## src/sv/gbc_pkg.sv

```systemverilog
// ----------------------------------------------------------------------------
// gbc_pkg
// Types, constants and the round function of the 64-bit Feistel block cipher
// (32 rounds, tc26-Z substitution boxes, rotate left by 11).
// ----------------------------------------------------------------------------
`default_nettype none

package gbc_pkg;

	localparam int unsigned HALF_W     = 32;
	localparam int unsigned BLOCK_W    = 2 * HALF_W;
	localparam int unsigned NUM_ROUNDS = 32;
	localparam int unsigned NUM_KEYS   = 8;
	localparam int unsigned KEY_IDX_W  = 3;
	localparam int unsigned NUM_SBOX   = 8;
	localparam int unsigned ROT_AMT    = 11;

	typedef logic [HALF_W-1:0]                half_t;
	typedef logic [KEY_IDX_W-1:0]             key_idx_t;
	typedef logic [NUM_KEYS-1:0][HALF_W-1:0]  key_bank_t;

	// one item as it moves between rounds
	typedef struct packed {
		half_t left;
		half_t right;
		logic  fwd;
	} stage_t;

	localparam logic [3:0] SBOX [NUM_SBOX][16] = '{
		'{4'hC, 4'h4, 4'h6, 4'h2, 4'hA, 4'h5, 4'hB, 4'h9,
		  4'hE, 4'h8, 4'hD, 4'h7, 4'h0, 4'h3, 4'hF, 4'h1},
		'{4'h6, 4'h8, 4'h2, 4'h3, 4'h9, 4'hA, 4'h5, 4'hC,
		  4'h1, 4'hE, 4'h4, 4'h7, 4'hB, 4'hD, 4'h0, 4'hF},
		'{4'hB, 4'h3, 4'h5, 4'h8, 4'h2, 4'hF, 4'hA, 4'hD,
		  4'hE, 4'h1, 4'h7, 4'h4, 4'hC, 4'h9, 4'h6, 4'h0},
		'{4'hC, 4'h8, 4'h2, 4'h1, 4'hD, 4'h4, 4'hF, 4'h6,
		  4'h7, 4'h0, 4'hA, 4'h5, 4'h3, 4'hE, 4'h9, 4'hB},
		'{4'h7, 4'hF, 4'h5, 4'hA, 4'h8, 4'h1, 4'h6, 4'hD,
		  4'h0, 4'h9, 4'h3, 4'hE, 4'hB, 4'h4, 4'h2, 4'hC},
		'{4'h5, 4'hD, 4'hF, 4'h6, 4'h9, 4'h2, 4'hC, 4'hA,
		  4'hB, 4'h7, 4'h8, 4'h1, 4'h4, 4'h3, 4'hE, 4'h0},
		'{4'h8, 4'hE, 4'h2, 4'h5, 4'h6, 4'h9, 4'h1, 4'hC,
		  4'hF, 4'h4, 4'hB, 4'h0, 4'hD, 4'hA, 4'h3, 4'h7},
		'{4'h1, 4'h7, 4'hE, 4'hD, 4'h0, 4'h5, 4'h8, 4'h3,
		  4'h4, 4'hF, 4'hA, 4'h6, 4'h9, 4'hC, 4'hB, 4'h2}
	};

	// key word used by each round in encrypt order
	localparam key_idx_t KEY_ORDER [NUM_ROUNDS] = '{
		3'd0, 3'd1, 3'd2, 3'd3, 3'd4, 3'd5, 3'd6, 3'd7,
		3'd0, 3'd1, 3'd2, 3'd3, 3'd4, 3'd5, 3'd6, 3'd7,
		3'd0, 3'd1, 3'd2, 3'd3, 3'd4, 3'd5, 3'd6, 3'd7,
		3'd7, 3'd6, 3'd5, 3'd4, 3'd3, 3'd2, 3'd1, 3'd0
	};

	// add key, substitute nibble by nibble, rotate left
	function automatic half_t round_f(input half_t half, input half_t key);
		half_t sum;
		half_t sub;
		sum = half + key;
		for (int n = 0; n < NUM_SBOX; n++) begin
			sub[4*n +: 4] = SBOX[n][sum[4*n +: 4]];
		end
		return {sub[HALF_W-ROT_AMT-1:0], sub[HALF_W-1:HALF_W-ROT_AMT]};
	endfunction

endpackage

`default_nettype wire

```

## src/sv/gbc_keys.sv

```systemverilog
// ----------------------------------------------------------------------------
// gbc_keys
// Eight 32-bit key word registers, written through the configuration port.
// ----------------------------------------------------------------------------
`default_nettype none

module gbc_keys (
	input  wire logic               clk,
	input  wire logic               arst_n,
	input  wire logic               cfg_we,
	input  wire gbc_pkg::key_idx_t  cfg_index,
	input  wire gbc_pkg::half_t     cfg_data,
	output gbc_pkg::key_bank_t      keys
);

	gbc_pkg::key_bank_t keys_q;

	always_ff @(posedge clk or negedge arst_n) begin
		if (!arst_n) begin
			keys_q <= '0;
		end else if (cfg_we) begin
			keys_q[cfg_index] <= cfg_data;
		end
	end

	assign keys = keys_q;

	a_key_written: assert property (@(posedge clk) disable iff (!arst_n)
		cfg_we |=> keys_q[$past(cfg_index)] == $past(cfg_data))
		else $error("key word not updated by config write");

endmodule

`default_nettype wire

```

## config.mk

```make
export PLATFORM = sky130hd
export DESIGN_NAME = gbc_keys
export DESIGN_NICKNAME = d
export VERILOG_FILES = /design/src/sv/gbc_pkg.sv /design/src/sv/gbc_keys.sv
export SDC_FILE = /design/constraint.sdc
export NUM_CORES = 1
export LEC_CHECK = 0
export ABC_AREA = 1
export BUFFER_PORTS_ARGS = -buffer_cell sky130_fd_sc_hd__buf_2
export CAP_MARGIN = 5
export CORE_MARGIN = 2
export CORE_UTILIZATION = 52
export CTS_CLUSTER_DIAMETER = 120
export DETAILED_ROUTE_END_ITERATION = 10
export GPL_ROUTABILITY_DRIVEN = 0
export GPL_TIMING_DRIVEN = 1
export MAX_ROUTING_LAYER = met4
export PLACE_DENSITY_LB_ADDON = 0.12
export SETUP_SLACK_MARGIN = 0.05
export SYNTH_ARGS = -nofsm -noshare
export SYNTH_HDL_FRONTEND = slang
export SYNTH_SLANG_ARGS = --single-unit
```

## constraint.sdc

```tcl
create_clock -name clk -period 0.8 [get_ports clk]
set_input_delay 0.08 -clock clk [delete_from_list [all_inputs] [get_ports clk]]
set_output_delay 0.08 -clock clk [all_outputs]
set_load 0.02 [all_outputs]
```

-- After elaboration in Yosys (flattened, before gate mapping)
Cells that the tools add are included.
- memories: 0
- RAM bits: 0
- register bits: 256
- logic and storage cells: 14
- bits in latches: 0
- ROM bits: 0
- output and inout bits: 256
- bits of input ports: 38
- div/mod/pow operators: 0
- $mul: 0
- equality and inequality tests: 0
- mux-type cells: 3
- $add $sub $neg: 0
- reduce and logical (&&, ||, !) cells: 1
- bitwise operators: 0
- magnitude comparators: 2
- shift-type cells: 0
- operator list (kind ; number):
    $bwmux 256 ; 1
    $demux 32 s3 ; 1
    $mux 32 ; 1
    $lt 3x4->1 const B ; 1
    $ge 3x1->1 const B ; 1
    $logic_and 1x1->1 ; 1

-- Logic depth before layout (Yosys ltp)
- depth in word-level cells: 5
- mapped depth: 6
- mapped depth without buffers: 5

-- Worst setup path after synthesis
Ideal clock, no wire load.
- kind: input -> register
- from: input port cfg_we
- to: register keys_q (netlist bit keys[11])
- path slack: -0.145 ns
- data required time: 0.734 ns
- library setup time: 0.066 ns
- path buffers: 2
- stages on the path: 6
- arrival: 0.880 ns
- cell sequence: inv_1 nor2_2 buf_2 buf_2 nand3_1 nand2_1
- RTL lines (element ; RTL line ; text):
    start, declared ; gbc_keys.sv:10 ; input wire logic cfg_we,
    end signal, assigned by index ; gbc_keys.sv:22 ; keys_q[cfg_index] <= cfg_data;
    end, declared ; gbc_keys.sv:16 ; gbc_pkg::key_bank_t keys_q;

-- Final worst setup path
- from: register keys_q (netlist bit keys[129])
- to: output port keys[129] (netlist name)
- RTL lines (element ; RTL line ; text):
    end, declared ; gbc_keys.sv:13 ; output gbc_pkg::key_bank_t keys
No word-level cell between the ends.

==> out/results.ini <==
[status]
status = finished, violations left
violations = setup timing

[setup_path]
path_max_fanout = 2
crit_end = keys[129]
worstSetupStartpoint = keys[129]
slowest_stage = dfrtp_1
crit_buf_inv = 1
path_class = flop to primary output
cp_top_family = flip-flops
r2r_start = keys[34]
cp-end-kind = primary output
rr_endpoint = keys[34]
r2r_cells = 4
slowest_delay_ns = 0.45
startpoint_type = flop
crit_required_ns = 0.72
crit_cells = 1
critical_path_arrival_ns = 1.15
path_cells = buf_6
timing.reg2reg.setup_slack_ns = -0.13

[synth]
synth_cell_types = 12
synth_area_um2 = 9992
synth.largest_area_cell = dfrtp_1
syn_avg_cell_area_um2 = 8.727
synthTopCellsByArea = dfrtp_1 64%, nand2_1 25%, nand3_1 6.4%, buf_2 1.8%, clkbuf_1 1.2%
synth_nets = 1183
synth_cells = 1145
yosysWarnings = 0
ys_ff_latch = 256
ys_seq_area_share_pct = 64.11
synthDominantCellAreaShare_pct = 64.11

[cts]
numCtsBuffers = 27
cts.sink_count = 256
clock_path_buffers = 3
cts-root-buf = clkbuf_16
worstSkewPairLatency_ns = 0.52
path_clk_slew_ns = 0.06
tritoncts = yes
ctsHtreeMaxLevel = 1

[detailed_routing]
drc_errors = 0
firstDrtPassIters = 5
drt-vias-per-instance = 5.701
num_vias = 10518
drt_iter0_markers = 829
routed_wl_mm = 41.04
wl_per_cell_um = 22.25
ant_nets = 0

[floorplan]
die_x_um = 142.6
num_rows = 50
core_area_um2 = 18770
dieArea_um2 = 20340
start_util_pct = 53.24
fp.dieH_um = 142.6
io-pin-count = 294

[pwr]
power_density_nw_per_um2 = 2796
p_leak_nw = 8.809
vdd_drop_max_mv = 2.218

[sta]
setup_viol = 273
worstMarginPinSlew_ns = 0.3688
rsz0062_at_grt = true
finClkSkew_ns = 0
post-route-period-util_pct = 153.8
slew_viol_final = 0
fin_crit_ns = 1.230
relSlewSlack_pct = 75.41
fin_ws_ns = -0.4302
hold_violations = 0
fmax_mhz = 812.9

[final_layout]
drive_gt1_share_pct = 39.84
nets = 1629
final_common_cell = nand2_1
layout_common_cells = 538 x nand2_1, 326 x buf_6, 256 x dfrtp_1, 128 x nand3_1, 104 x nand2_2
fin_cells = 1845
largest_reg_flops = 256
syn_to_final_growth_pct = 64.06
nFillCells = 859
fin_util_pct = 87.35

[worst_hold_path]
hold_path.class = input pin to flop
hp-start = cfg_index[0]

[flow_run]
cap_violations = 0

[placed_design]
place_ws_ns = -0.3244
dp_hpwl_mm = 21.05
dp_cells = 1637
portBuffers = 293

[global_route]
grt_first_pass_wirelength_mm = 54.91
first_global_vias = 9956
grt.total_usage_pct = 36.29
overflow = 0
antenna_found_initial = 1
grt_start_max_net_pins = 65

metrics by stage:
stage / hold slack (ns) / area [um2] / power (W) / setup TNS (ns)
floorplan: -0.2156 / 10200 / 0.02231 / 0
global placement: -0.1300 / 12060 / 0.02623 / -58.31
detailed placement: -0.1311 / 12060 / 0.02643 / -59.65
CTS: 0.05468 / 15420 / 0.04310 / -89.31
global route: 0.09877 / 16390 / 0.04727 / -94.76
finish: 0.06405 / 16390 / 0.04584 / -90.36
cells by family (layout without fill, tap and decap cells):
kind of cell	count (synthesis)	after routing	synth area share (%)
other	0	2	0
and+or+nand+nor	789	789	31.32
DFF	256	256	64.11
buffers and inverters	100	564	4.571
timing repair:
item / 4_1_cts / 5_1_grt
gates resized for setup: 515 / 186
cloned: 0 / 0
hold buffers: 34 / 0
setup endpoints to repair: 256 / 328
buffers inserted: 74 / 70
pin swaps: 6 / 49
endpoints found under the hold margin: 512 / 0
final cells by class:
| cell class | instances | area [um2] | share of cell area (%) |
|---|---|---|---|
| clock inverter | 5 | 56.30 | 0.3435 |
| timing repair buffer | 511 | 5300 | 32.33 |
| clock buffer | 42 | 802.0 | 4.892 |
| sequential | 256 | 6406 | 39.08 |
| antenna | 2 | 5.005 | 0.03053 |
| multi-input combinational | 789 | 3505 | 21.38 |
| inverter | 6 | 26.28 | 0.1603 |
| tap | 234 | 292.8 | 1.786 |
synth_stat cells:
cell / instances
dfrtp_1: 256
buf_1: 3
clkinv_1: 1
nor2_2: 3
nand3_1: 128
buf_4: 3
buf_2: 35
clkbuf_1: 32
clkbuf_2: 21
inv_1: 5
nand2_1: 653
nor2_1: 5
report_power, final:
part | internal (W) | switching [W]
registers | 0.0154 | 0.00228
logic | 0.00792 | 0.00792
clock network | 0.00718 | 0.00515
total | 0.0305 | 0.0153
per-layer routing:
layer / track usage [%] / vias up / wire, um
met5: - / - / 0
met2: 59.62 / 796 / 20160
met4: 14.38 / 0 / 2632
met3: 8.048 / 239 / 4262
met1: 44.07 / 5081 / 13990
li1: - / 4402 / -
worst min-delay path by stage:
stage / to / slack, ns / cells after the start
after floorplan: keys[0] / -0.22 / 0
after global placement: keys[228] / -0.13 / 1
after detailed placement: keys[228] / -0.13 / 1
after CTS: keys[64] / 0.05 / 5
after global routing: keys[64] / 0.1 / 5
final: keys[64] / 0.06 / 5
Note: power is estimated with default switching activity, not from simulation.
