## src/sv/gbc_pkg.sv

```systemverilog
// ----------------------------------------------------------------------------
// gbc_pkg
// Types, constants and the round function of the 64-bit Feistel block cipher
// (32 rounds, tc26-Z substitution boxes, rotate left by 11).
// ----------------------------------------------------------------------------
`default_nettype none

package gbc_pkg;

	localparam int unsigned HALF_W     = 32;
	localparam int unsigned BLOCK_W    = 2 * HALF_W;
	localparam int unsigned NUM_ROUNDS = 32;
	localparam int unsigned NUM_KEYS   = 8;
	localparam int unsigned KEY_IDX_W  = 3;
	localparam int unsigned NUM_SBOX   = 8;
	localparam int unsigned ROT_AMT    = 11;

	typedef logic [HALF_W-1:0]                half_t;
	typedef logic [KEY_IDX_W-1:0]             key_idx_t;
	typedef logic [NUM_KEYS-1:0][HALF_W-1:0]  key_bank_t;

	// one item as it moves between rounds
	typedef struct packed {
		half_t left;
		half_t right;
		logic  fwd;
	} stage_t;

	localparam logic [3:0] SBOX [NUM_SBOX][16] = '{
		'{4'hC, 4'h4, 4'h6, 4'h2, 4'hA, 4'h5, 4'hB, 4'h9,
		  4'hE, 4'h8, 4'hD, 4'h7, 4'h0, 4'h3, 4'hF, 4'h1},
		'{4'h6, 4'h8, 4'h2, 4'h3, 4'h9, 4'hA, 4'h5, 4'hC,
		  4'h1, 4'hE, 4'h4, 4'h7, 4'hB, 4'hD, 4'h0, 4'hF},
		'{4'hB, 4'h3, 4'h5, 4'h8, 4'h2, 4'hF, 4'hA, 4'hD,
		  4'hE, 4'h1, 4'h7, 4'h4, 4'hC, 4'h9, 4'h6, 4'h0},
		'{4'hC, 4'h8, 4'h2, 4'h1, 4'hD, 4'h4, 4'hF, 4'h6,
		  4'h7, 4'h0, 4'hA, 4'h5, 4'h3, 4'hE, 4'h9, 4'hB},
		'{4'h7, 4'hF, 4'h5, 4'hA, 4'h8, 4'h1, 4'h6, 4'hD,
		  4'h0, 4'h9, 4'h3, 4'hE, 4'hB, 4'h4, 4'h2, 4'hC},
		'{4'h5, 4'hD, 4'hF, 4'h6, 4'h9, 4'h2, 4'hC, 4'hA,
		  4'hB, 4'h7, 4'h8, 4'h1, 4'h4, 4'h3, 4'hE, 4'h0},
		'{4'h8, 4'hE, 4'h2, 4'h5, 4'h6, 4'h9, 4'h1, 4'hC,
		  4'hF, 4'h4, 4'hB, 4'h0, 4'hD, 4'hA, 4'h3, 4'h7},
		'{4'h1, 4'h7, 4'hE, 4'hD, 4'h0, 4'h5, 4'h8, 4'h3,
		  4'h4, 4'hF, 4'hA, 4'h6, 4'h9, 4'hC, 4'hB, 4'h2}
	};

	// key word used by each round in encrypt order
	localparam key_idx_t KEY_ORDER [NUM_ROUNDS] = '{
		3'd0, 3'd1, 3'd2, 3'd3, 3'd4, 3'd5, 3'd6, 3'd7,
		3'd0, 3'd1, 3'd2, 3'd3, 3'd4, 3'd5, 3'd6, 3'd7,
		3'd0, 3'd1, 3'd2, 3'd3, 3'd4, 3'd5, 3'd6, 3'd7,
		3'd7, 3'd6, 3'd5, 3'd4, 3'd3, 3'd2, 3'd1, 3'd0
	};

	// add key, substitute nibble by nibble, rotate left
	function automatic half_t round_f(input half_t half, input half_t key);
		half_t sum;
		half_t sub;
		sum = half + key;
		for (int n = 0; n < NUM_SBOX; n++) begin
			sub[4*n +: 4] = SBOX[n][sum[4*n +: 4]];
		end
		return {sub[HALF_W-ROT_AMT-1:0], sub[HALF_W-1:HALF_W-ROT_AMT]};
	endfunction

endpackage

`default_nettype wire

```

## src/sv/gbc_round.sv

```systemverilog
// ----------------------------------------------------------------------------
// gbc_round
// One cipher round and its pipeline register. The stage holds while the next
// stage is full and stalled, and takes a new item whenever it is empty or
// its content moves on.
// ----------------------------------------------------------------------------
`default_nettype none

module gbc_round #(
	parameter int unsigned ROUND = 0
) (
	input  wire logic                clk,
	input  wire logic                arst_n,
	input  wire gbc_pkg::key_bank_t  keys,
	input  wire logic                in_valid,
	output logic                     in_ready,
	input  wire gbc_pkg::stage_t     in_data,
	output logic                     out_valid,
	input  wire logic                out_ready,
	output gbc_pkg::stage_t          out_data
);

	localparam gbc_pkg::key_idx_t KeyFwd = gbc_pkg::KEY_ORDER[ROUND];
	localparam gbc_pkg::key_idx_t KeyRev = gbc_pkg::KEY_ORDER[gbc_pkg::NUM_ROUNDS - 1 - ROUND];

	logic            valid_s1;
	gbc_pkg::stage_t data_s1;
	gbc_pkg::half_t  key;
	gbc_pkg::stage_t next;

	always_comb begin
		key        = in_data.fwd ? keys[KeyFwd] : keys[KeyRev];
		next.left  = in_data.right ^ gbc_pkg::round_f(in_data.left, key);
		next.right = in_data.left;
		next.fwd   = in_data.fwd;
	end

	assign in_ready = !valid_s1 || out_ready;

	always_ff @(posedge clk or negedge arst_n) begin
		if (!arst_n) begin
			valid_s1 <= 1'b0;
		end else if (in_ready) begin
			valid_s1 <= in_valid;
		end
	end

	always_ff @(posedge clk) begin
		if (in_ready && in_valid) begin
			data_s1 <= next;
		end
	end

	assign out_valid = valid_s1;
	assign out_data  = data_s1;

endmodule

`default_nettype wire

```

## config.mk

```make
export PLATFORM = sky130hd
export DESIGN_NAME = gbc_round
export DESIGN_NICKNAME = d
export VERILOG_FILES = /design/src/sv/gbc_pkg.sv /design/src/sv/gbc_round.sv
export SDC_FILE = /design/constraint.sdc
export NUM_CORES = 1
export LEC_CHECK = 0
export BUFFER_PORTS_ARGS = -buffer_cell sky130_fd_sc_hd__buf_2
export CAP_MARGIN = 20
export CORE_AREA = 4 4 149 151
export DETAILED_ROUTE_END_ITERATION = 6
export DIE_AREA = 0 0 153 155
export PLACE_DENSITY = 0.66
export SKIP_LAST_GASP = 1
export SYNTH_ARGS = -nofsm -noshare
export SYNTH_HDL_FRONTEND = slang
export SYNTH_SLANG_ARGS = --single-unit
```

## constraint.sdc

```tcl
create_clock -name clk -period 2.7 [get_ports clk]
set_input_delay 0.54 -clock clk [delete_from_list [all_inputs] [get_ports clk]]
set_output_delay 0.54 -clock clk [all_outputs]
set_load 0.1 [all_outputs]
```

# Word-level counts from Yosys, hierarchy flattened
# Memory sizes are Yosys's and may differ from the RTL's.
# Cells that the tools add are included.
[classes] order_cmp=8 n_mux=16 addsub=1 n_bitwise=9 n_reduce_logical=3
[ops] operator="4-bit 2-to-1 mux" count=16
[ops] operator="5-bit greater-or-equal comparator, second input constant" count=8
[ops] operator="4-bit NOT with 5-bit output" count=8
[ops] operator="32-bit adder" count=1
[ops] operator="32-bit XOR" count=1
[ops] operator="1-bit logical AND" count=1
[ops] operator="1-bit zero test" count=1
[ops] operator="1-bit logical OR" count=1
[totals] inputBits=325 output_inout_bits=67 memories=8 word_cells=49 reg_bits=66 rom_bits=512
[memory_table] memory="(no name shown)" depth=16 word_bits=4 read_ports=1 rd_ports_with_merged_regs=0 wr=0 line="gbc_pkg.sv:62" source="sub[4*n +: 4] = SBOX[n][sum[4*n +: 4]];"
[memory_table] memory="(no name shown)" depth=16 word_bits=4 read_ports=1 rd_ports_with_merged_regs=0 wr=0 line="gbc_pkg.sv:62"
[memory_table] memory="(no name shown)" depth=16 word_bits=4 read_ports=1 rd_ports_with_merged_regs=0 wr=0 line="gbc_pkg.sv:62"
[memory_table] memory="(no name shown)" depth=16 word_bits=4 read_ports=1 rd_ports_with_merged_regs=0 wr=0 line="gbc_pkg.sv:62"
[memory_table] memory="(no name shown)" depth=16 word_bits=4 read_ports=1 rd_ports_with_merged_regs=0 wr=0 line="gbc_pkg.sv:62"
[memory_table] memory="(no name shown)" depth=16 word_bits=4 read_ports=1 rd_ports_with_merged_regs=0 wr=0 line="gbc_pkg.sv:62"
[memory_table] memory="+2 memories"

# Longest topological paths before layout
[depth] word_depth=6 mapped_depth=17 ltp_nobuf=17

# Least setup slack after synthesis
# No wires, ideal clock.
[synth_path] path_type="input -> register" start="input port keys[13] (netlist name)" end="register data_s1 (netlist bit out_data[41]) (data pin)" t_required_ns=2.435 setup_time_ns=0.265 path_stages=16 setup_slack_ns=-1.060 n_path_buf=1 t_arrival_ns=3.496 path_cell_list="ha_1 -> buf_2 -> a211oi_1 -> nor2_1 -> o41a_1 -> a41oi_1 -> a21oi_1 -> nor4b_1 -> o31ai_1 -> xnor2_1 -> inv_1 -> ha_1 -> nand2_1 -> o21a_1 -> o211ai_1 -> xor2_1"
[synth_lines] element="start: declaration" line="gbc_round.sv:14" source="input wire gbc_pkg::key_bank_t keys,"
[synth_lines] element="end signal: assignment" line="gbc_round.sv:50" source="data_s1 <= next;"
[synth_lines] element="end: declaration" line="gbc_round.sv:27" source="gbc_pkg::stage_t data_s1;"

==> flow_summary_export.csv <==
group,metric,value,unit
outcome,status,"complete, but fails checks",
outcome,violations,"negative setup slack",
floorplan,die-height,155,um
global_routing,grt_pass1_wl,28.28,mm
worst_setup_path,setup.worst_path.start_class,"input port",
synthesis,synth_top_area_cell,"edfxtp_1",
synthesis,ys_types,68,
placed_design,port_buffers,167,
cts,clkTransAtPathRegs,0.06,ns
worst_setup_path,end_kind,"flop",
drt,via_per_inst,4.527,
synthesis,ys_seq_area_frac,0.3657,
timing,fmax,302.7,MHz
drt,drtAntennaViolNets,0,
cells_and_area,layout.cells.non_filler,1125,
floorplan,num_rows,53,
synthesis,synthMuxAreaShare,0.05878,
synthesis,synth-edff-count,65,
cells_and_area,nets,1236,
synthesis,async_reset_ff_frac,0.01515,
synthesis,syn_area_per_cell,10.99,um^2
drt,drc,0,
worst_setup_path,worstRegToRegCells,3,
synthesis,netlist.area_leader.share,0.3610,
synthesis,synth-simple-area-share,0.1014,
min_path,hold_path.class,"in -> reg",
global_routing,grt_usage,0.1548,
timing,fin_crit_sh,1.223,
global_routing,antenna_found_initial,3,
cts,cts_root_buf,"clkbuf_16",
power,p_seq_frac,0.214,
cts,cts_tree,"built",
synthesis,synth_area,0.005406,mm^2
synthesis,yosys_warnings,0,
drt,routed_wl,19.12,mm
power,p_leak,4.093,nW
drt,drt_first_pass_iters,4,
power,clock_power_share,0.209,
global_routing,grt_max_degree,66,
cts,clock-sinks,66,
floorplan,core,0.02082,mm^2
cells_and_area,area_growth,71.97,%
global_routing,grt_overflow,0,
placed_design,dpl.hpwl,14.61,mm
placed_design,placed_area,0.008130,mm^2
cts,cts_made_buffers,9,
power,power.density,699.7,mW/mm^2
timing,grt_setup_unrepaired,"true",
worst_setup_path,slowest_stage,"o41a_4",
cells_and_area,fin_area,0.009298,mm^2
drt,drt_iter0_drc,198,
worst_setup_path,crit_path_frequent_cell,"o21ai_4",
worst_setup_path,worst-path-max-fanout,3,
timing,timing.final.ws_setup,-0.6033,ns
timing,min_period,3.303,ns
floorplan,die_x,153,um
worst_setup_path,r2r-start,"out_valid",
synthesis,synth-compound-area-share,0.1648,
drt,vias,5093,
floorplan,ioPinCount,392,
cells_and_area,drive_above_1_share,0.6222,
timing,relSlewSlack,0.6184,
run,max-cap-violations,0,
worst_setup_path,timing.rr.end,"out_data[53]",
synthesis,synth_fp_nets,886,
synthesis,synthTopCellsByArea,"edfxtp_1, ha_1, xor2_1",
worst_setup_path,arrival,3.39,ns
power,power_switching,0.002759,W
global_routing,grt_pass1_vias,5057,
min_path,min_path_cells,1,
worst_setup_path,r2r_setup_slack,1.31,ns
cells_and_area,layout_common_cells,"buf_2, buf_4, edfxtp_1",
drt,wl_per_cell,17.00,um
min_path,hold_path_end,"out_data[1]",
synthesis,synth_seq_cells,66,
synthesis,synthFlopType,"edfxtp_1",
timing,skew,0.006039,ns
floorplan,start_util,0.2596,
placed_design,globalplace.congestion,0.8577,
min_path,min_from,"in_data[33]",
synthesis,synthCells,492,
power,vdd_drop_max,0.5060,mV
synthesis,synth_top_family_by_area,"compound AO/OA/AOI/OAI gates",
placed_design,place_inst,1074,
timing,setup_viol,25,
worst_setup_path,critical_path_required,2.79,ns
worst_setup_path,crit_chain,"buf_8 -> ha_4 -> inv_2 -> fa_2 -> nand2b_4 -> a21oi_4 -> o41a_4 -> a31oi_4 -> o21ai_4 -> a221oi_4 -> o21ai_4 -> buf_6 -> xor3_1 -> nor2b_1 -> a221oi_2 -> xor2_1",
cts,htree_levels,3,
worst_setup_path,max_stage_delay,0.39,ns
synthesis,synth_fa_ha_area_frac,0.1632,
floorplan,die_area,0.02372,mm^2
cells_and_area,regArea,0.001977,mm^2
cells_and_area,multiInputGateArea,0.004187,mm^2
power,combPwrFrac,0.578,
cts,clock_path_buffers,2,
timing,finalSetupTns,-10.62,ns
cells_and_area,fillers,1940,
timing,hold_viol_final,0,
timing,worst_pin_slew,0.5764,ns
power,p_int,0.003747,W
cells_and_area,final_core_util,0.4465,
cts,clock_latency,0.34,ns
power,p_sw_frac,0.4240,
synthesis,synth_xor_area_frac,0.1111,
timing,maxSlewViolCount,0,
worst_setup_path,crit_type,"in -> reg",
[layout make-up]
cell class / count / share of cell area
Antenna cell: 3 / 0.0008074
Clock inverter: 5 / 0.01103
Sequential cell: 66 / 0.2126
Inverter: 33 / 0.01346
Clock buffer: 11 / 0.02503
Tap cell: 275 / 0.03701
Multi-Input combinational cell: 384 / 0.4503
Timing Repair Buffer: 348 / 0.2498
[cells in the mapped netlist (all sizes together), types with 11 or more instances]
cell type and count:
a21o 14, a21oi 30, edfxtp 65, ha 68, inv 32, mux4 11, nand2 25, nor2 29
o21ai 25, xnor2 29, xor2 36
[registers in the layout, summed over array words and instances, names as in the netlist]
signal	cells
out_data	65
out_valid	1
[stage by stage]
stage               setup slack, ns  hold slack, ns  total power (W)
finish                      -0.6033          0.3750         0.006506
global route                -0.7646          0.3647         0.006854
CTS                         -0.6128          0.3664         0.006340
detailed placement           -1.070          0.3168         0.004720
global placement            -0.9929          0.3152         0.004680
floorplan                   -0.7966          0.2444         0.003726
[worst max-delay path, delay by kind of cell]
family,cells,cell delay (ns)
AO/OA/AOI/OAI,7,1.39
XOR/XNOR,2,0.55
adder cells (fa/ha/maj),2,0.35
AND/OR/NAND/NOR,2,0.30
buffers and inverters,3,0.28
[power by group through the flow]
stage	clock (W)	sequential, W	combinational, W
after floorplan	0	0.00233	0.00140
after global placement	0	0.00141	0.00327
after detailed placement	0	0.00140	0.00332
after CTS	0.00140	0.00139	0.00355
after global routing	0.00144	0.00140	0.00401
final	0.00136	0.00139	0.00376
[logic make-up after synthesis]
group | Yosys count
muxes | 18
xor gates and xnor gates | 66
AOI/OAI and AO/OA | 122
buffers and inverters | 42
adders and majority gates | 70
and+or+nand+nor | 108
DFF | 66
[metal layers]
metal,part of all wire,routed length [um],vias up,track usage
met3,0.076,1444,21,0.04590
met4,0.016,306,4,0.04243
met1,0.47,8929,2414,0.2212
met5,0.0013,24,-,0
li1,-,-,2531,-
met2,0.44,8418,123,0.2282
[timing repair]
item / 4_1_cts / 5_1_grt
gates resized for setup: 77 / 40
setup buffers: 22 / 20
endpoints found under the hold margin: 1 / 0
setup endpoints to repair: 24 / 26
hold buffers: 1 / 0
pin swaps: 49 / 59
[worst max-delay path by stage]
stage	cells past startpoint	end	start	slack [ns]
2_1_floorplan	16	out_data[41]	keys[13]	-0.80
3_3_place_gp	18	out_data[41]	in_data[33]	-0.99
3_5_place_dp	15	out_data[60]	in_data[33]	-1.07
4_1_cts	18	out_data[41]	keys[0]	-0.61
5_1_grt	18	out_data[41]	keys[0]	-0.76
6_report	16	out_data[39]	in_data[33]	-0.60
Power figures use the tool's default switching activity.
